File: config.mk
export PLATFORM = sky130hd
export DESIGN_NAME = rmf_median
export DESIGN_NICKNAME = d
export VERILOG_FILES = /design/src/sv/rmf_pkg.sv /design/src/sv/rmf_median.sv
export SDC_FILE = /design/constraint.sdc
export NUM_CORES = 2
export LEC_CHECK = 0
export ABC_AREA = 1
export BUFFER_PORTS_ARGS = -buffer_cell sky130_fd_sc_hd__buf_2
export CELL_PAD_IN_SITES_DETAIL_PLACEMENT = 1
export CELL_PAD_IN_SITES_GLOBAL_PLACEMENT = 1
export CORE_AREA = 2 2 525 527
export CTS_CLUSTER_DIAMETER = 200
export DETAILED_ROUTE_END_ITERATION = 10
export DIE_AREA = 0 0 527 529
export PLACE_DENSITY = 0.67
export SYNTH_ARGS = -nofsm -noshare
export SYNTH_HDL_FRONTEND = slang
export SYNTH_SLANG_ARGS = --single-unit
File: constraint.sdc
create_clock -name clk_i -period 10.5 [get_ports clk_i]
set_input_delay 2.1 -clock clk_i [delete_from_list [all_inputs] [get_ports clk_i]]
set_output_delay 2.1 -clock clk_i [all_outputs]
set_load 0.03 [all_outputs]
File: src/sv/rmf_pkg.sv
package rmf_pkg;

  localparam int LineWidth   = 1280;
  localparam int StoredLines = 4;
  localparam int WinSide     = 5;
  localparam int WinSize     = WinSide * WinSide;
  localparam int MedianRank  = 12;
  localparam int Channels    = 3;
  localparam int PixW        = 8;
  localparam int PixBits     = Channels * PixW;
  localparam int ColW        = $clog2(LineWidth);
  localparam int FillW       = $clog2(LineWidth + 1);
  localparam int RowW        = $clog2(StoredLines);
  localparam int RankW       = $clog2(WinSize + 1);

  typedef logic [WinSize-1:0][PixW-1:0] win_t;

  typedef struct packed {
    logic [PixW-1:0] red;
    logic [PixW-1:0] green;
    logic [PixW-1:0] blue;
    logic            new_line;
  } pix_in_t;

  typedef struct packed {
    logic [PixW-1:0] red_median;
    logic [PixW-1:0] green_median;
    logic [PixW-1:0] blue_median;
  } pix_out_t;

  typedef struct packed {
    logic cmp;
    logic sel;
  } med_en_t;

endpackage

File: src/sv/rmf_median.sv
module rmf_median (
  input  logic                     clk_i,
  input  rmf_pkg::med_en_t         en_i,
  input  rmf_pkg::win_t            win_i,
  output logic [rmf_pkg::PixW-1:0] med_o
);

  localparam logic [rmf_pkg::RankW-1:0] Rank = rmf_pkg::RankW'(rmf_pkg::MedianRank);

  logic [rmf_pkg::WinSize-1:0] cmp_d [rmf_pkg::WinSize];
  logic [rmf_pkg::WinSize-1:0] cmp_q [rmf_pkg::WinSize];
  rmf_pkg::win_t               val_q;
  logic [rmf_pkg::PixW-1:0]    med_d;
  logic [rmf_pkg::PixW-1:0]    med_q;

  // rank = smaller values plus equal values at lower positions
  always_comb begin
    for (int i = 0; i < rmf_pkg::WinSize; i++) begin
      for (int j = 0; j < rmf_pkg::WinSize; j++) begin
        if (j < i) begin
          cmp_d[i][j] = (win_i[j] <= win_i[i]);
        end else if (j > i) begin
          cmp_d[i][j] = (win_i[j] < win_i[i]);
        end else begin
          cmp_d[i][j] = 1'b0;
        end
      end
    end
  end

  always_ff @(posedge clk_i) begin
    if (en_i.cmp) begin
      cmp_q <= cmp_d;
      val_q <= win_i;
    end
  end

  always_comb begin
    med_d = '0;
    for (int i = 0; i < rmf_pkg::WinSize; i++) begin
      if (rmf_pkg::RankW'($countones(cmp_q[i])) == Rank) begin
        med_d = med_d | val_q[i];
      end
    end
  end

  always_ff @(posedge clk_i) begin
    if (en_i.sel) begin
      med_q <= med_d;
    end
  end

  assign med_o = med_q;

endmodule

==> flow_summary.ini <==
[cells_and_area]
final_cells = 14780
layout_common_cells = ha_1, inv_1, nand2_1
area_delta_synth_final_pct = 11.38
fin_nets = 14250
n_fill_cell = 31820
drive_gt1_frac = 0.06489
layout_commonest_cell = ha_1

[synthesis]
synthAdderAreaFrac = 0.4249
netlist-cell-type-count = 29
synth_compound_area_frac = 0.09884
syn_avg_cell_area_um2 = 9.048
yosysWarnings = 0
synthMuxAreaShare = 0
yosysSeqAreaShare = 0.2551
synthXorXnorAreaFrac = 0
synth_area_mm2 = 0.09511
yosys.area_share.simple = 0.1410
netlist_instances = 10510
syn_nets = 13690
synth_top_family_by_area = adder cells
ys_ff_latch = 808

[timing]
slew_headroom = -0.06030
post-route-min-period_ps = 5659
fin_skew_ps = 38.52
fin_tns_setup_ps = 0
worst_slew_pin_slew_ps = 1574
rsz0062_at_grt = false
fin_ws_ps = 4841
period_share = 0.5390
final_max_slew_viol_count = 3
finalSetupViolCount = 0
fmax_mhz = 176.7
hold_viol = 0

[die]
io_pins = 211
die_area_mm2 = 0.2788
start_util = 0.3485
die_w_um = 527
core_area_mm2 = 0.2729
rows = 192
dieHeight_um = 529

[cts]
cts_inserted_buffers = 101
clk_pin_slew_worst_paths_ps = 70
htree_levels = 3
root_buffer = clkbuf_16
hold_buffers = 0
cts.sinks = 808
cts_tree = yes
clock_path_buffers = 3
clock_latency_ps = 790
ctsResizeCount = 0
cts_setup_buffers = 0

[setup_path]
r2r-start = cmp_q[612]
rrSetupSlack_ps = 4840
criticalPathCategory = reg -> reg
cp_slowest_stage_delay_ps = 750
cp_data_arrival_time_ps = 6280
cp-start-kind = flop
critPathMostFrequentCell = fa_1
cp_cell_sequence = fa_1 > inv_1 > fa_1 > inv_1 > fa_1 > fa_1 > inv_1 > fa_1 > inv_1 > ha_1 > fa_1 > nor2_1 > nand2_1 > nor2_2 > nand4_1 > nand2_1 > nor2_1 > nand2_1 > nor2_1 > nand2_1
r2r-end = med_o[1]
worstRegToRegCells = 20
slowest_stage = fa_1
cp_max_fo = 8
required_ps = 11120
end_kind = flop

[min_path]
min_to = med_o[0]
holdPathStages = 4
min_path_type = reg -> reg
hp-start = val_q[136]

[routing]
drtAntennaViolNets = 0
drt-total-wl_mm = 484.1
drt_first_pass_iters = 5
dr_total_vias = 88310
dr.first_iter.drc_count = 9533
vias_per_cell = 5.976
wl_per_cell_um = 32.76
drc = 0

[global_routing]
use_met1 = 0.4266
grt_max_degree = 171
met3_usage = 0.06429
grt_overflow = 0
gr-usage-met2 = 0.5258
grt_pass1_vias = 91240
top_usage_layer = met2
grt_pass1_wl_mm = 666.9
antenna_found_initial = 77
track_usage = 0.3399

[job]
drv_cap = 1

[placed_design]
gp_congestion = 0.9863
place_hpwl_mm = 351.4
pre_cts_slack_ps = 4979
portBuffers = 210
dp.cells = 14560

[power_and_ir_drop]
p_int_w = 0.01288
power_w = 0.02932
seqPwrFrac = 0.152
leakage_nw = 54.50
p_comb_frac = 0.725
p_sw_frac = 0.5608
peakVddDrop_uv = 285.8
power_frac_clock = 0.122
powerDensity_mw_per_mm2 = 276.8
power_switching_w = 0.01644

[run_status]
violations = capacitance limit, slew limit
status = complete, but fails checks
[per-layer routing]
metal,part of all wire,vias up
li1,-,37650
met1,0.39,44260
met2,0.43,4859
met3,0.096,1497
met4,0.080,42
met5,0.00063,-
[cell usage after synthesis]
master | n | area, µm²
and3_1 | 2 | 12.51
a32oi_1 | 77 | 674.4
nand4_1 | 439 | 2746
nand2_2 | 24 | 150.1
inv_2 | 7 | 26.28
nand3_1 | 137 | 685.7
o21a_1 | 11 | 82.58
or2_1 | 1 | 6.260
o211a_1 | 14 | 140.1
or2_2 | 3 | 18.77
edfxtp_1 | 808 | 24260
o211ai_1 | 67 | 503.0
nor2_4 | 21 | 236.5
a21oi_1 | 813 | 4069
nor2_1 | 808 | 3033
nand3_2 | 23 | 230.2
o31ai_1 | 25 | 187.7
nor3_1 | 142 | 710.7
a21oi_2 | 24 | 210.2
a211oi_1 | 230 | 1727
nor2_2 | 4 | 25.02
o21ai_1 | 2 | 10.01
o21ai_0 | 359 | 1797
inv_1 | 2023 | 7594
nand3_4 | 1 | 17.52
nand2_1 | 1469 | 5514
ha_1 | 2550 | 31910
fa_1 | 425 | 8508
and3_4 | 2 | 22.52
[power groups by stage]
| stage | Sequential (W) | Clock (W) | Combinational (W) |
|---|---|---|---|
| finish | 0.00446 | 0.00359 | 0.0213 |
| global route | 0.00448 | 0.00370 | 0.0233 |
| CTS | 0.00445 | 0.00360 | 0.0208 |
| detailed placement | 0.00451 | 0 | 0.0207 |
| global placement | 0.00451 | 0 | 0.0197 |
| floorplan | 0.00437 | 0 | 0.0135 |
[per-stage QoR]
step	hold WS, ps	instance area (µm²)	util
2_1_floorplan	581.4	95110	-
3_3_place_gp	664.5	102600	0.3760
3_5_place_dp	652.7	102600	0.3760
4_1_cts	658.6	105800	0.3879
5_1_grt	707.7	105900	0.3879
6_report	661.0	105900	0.3882
[sequential cells by signal (all words and copies together) (netlist names)]
register  cells
val_q       200
med_o         8
cmp_q       600
[logic make-up after synthesis]
group                    Yosys count
flip-flops                       808
AO/OA/AOI/OAI                   1622
AND/OR/NAND/NOR                 3076
adder cells (fa/ha/maj)         2975
buffers and inverters           2030
[worst max-delay path: cells and delay by family, from the launching register on]
family | cells | cell delay [ps]
AND/OR/NAND/NOR | 9 | 1360
flip-flops | 1 | 510
buffers and inverters | 4 | 250
adder cells (fa/ha/maj) | 7 | 3400
[final cells by class]
class / count / area, µm² / share of cell area
timing repair buffer: 462 / 2990 / 0.02823
tap: 3589 / 4491 / 0.04239
antenna: 31 / 77.57 / 0.0007323
inverter: 2030 / 7620 / 0.07193
clock inverter: 63 / 633.1 / 0.005976
clock buffer: 121 / 2603 / 0.02457
multi-input combinational: 7673 / 63260 / 0.5971
sequential: 808 / 24260 / 0.2290
[worst max path at each step]
stage | from | to
after floorplan | cmp_q[587] | med_o[1]
after global placement | cmp_q[612] | med_o[5]
after detailed placement | cmp_q[612] | med_o[5]
after CTS | cmp_q[612] | med_o[5]
after global routing | cmp_q[612] | med_o[5]
final | cmp_q[612] | med_o[1]
Note: power is estimated with default switching activity, not from simulation.
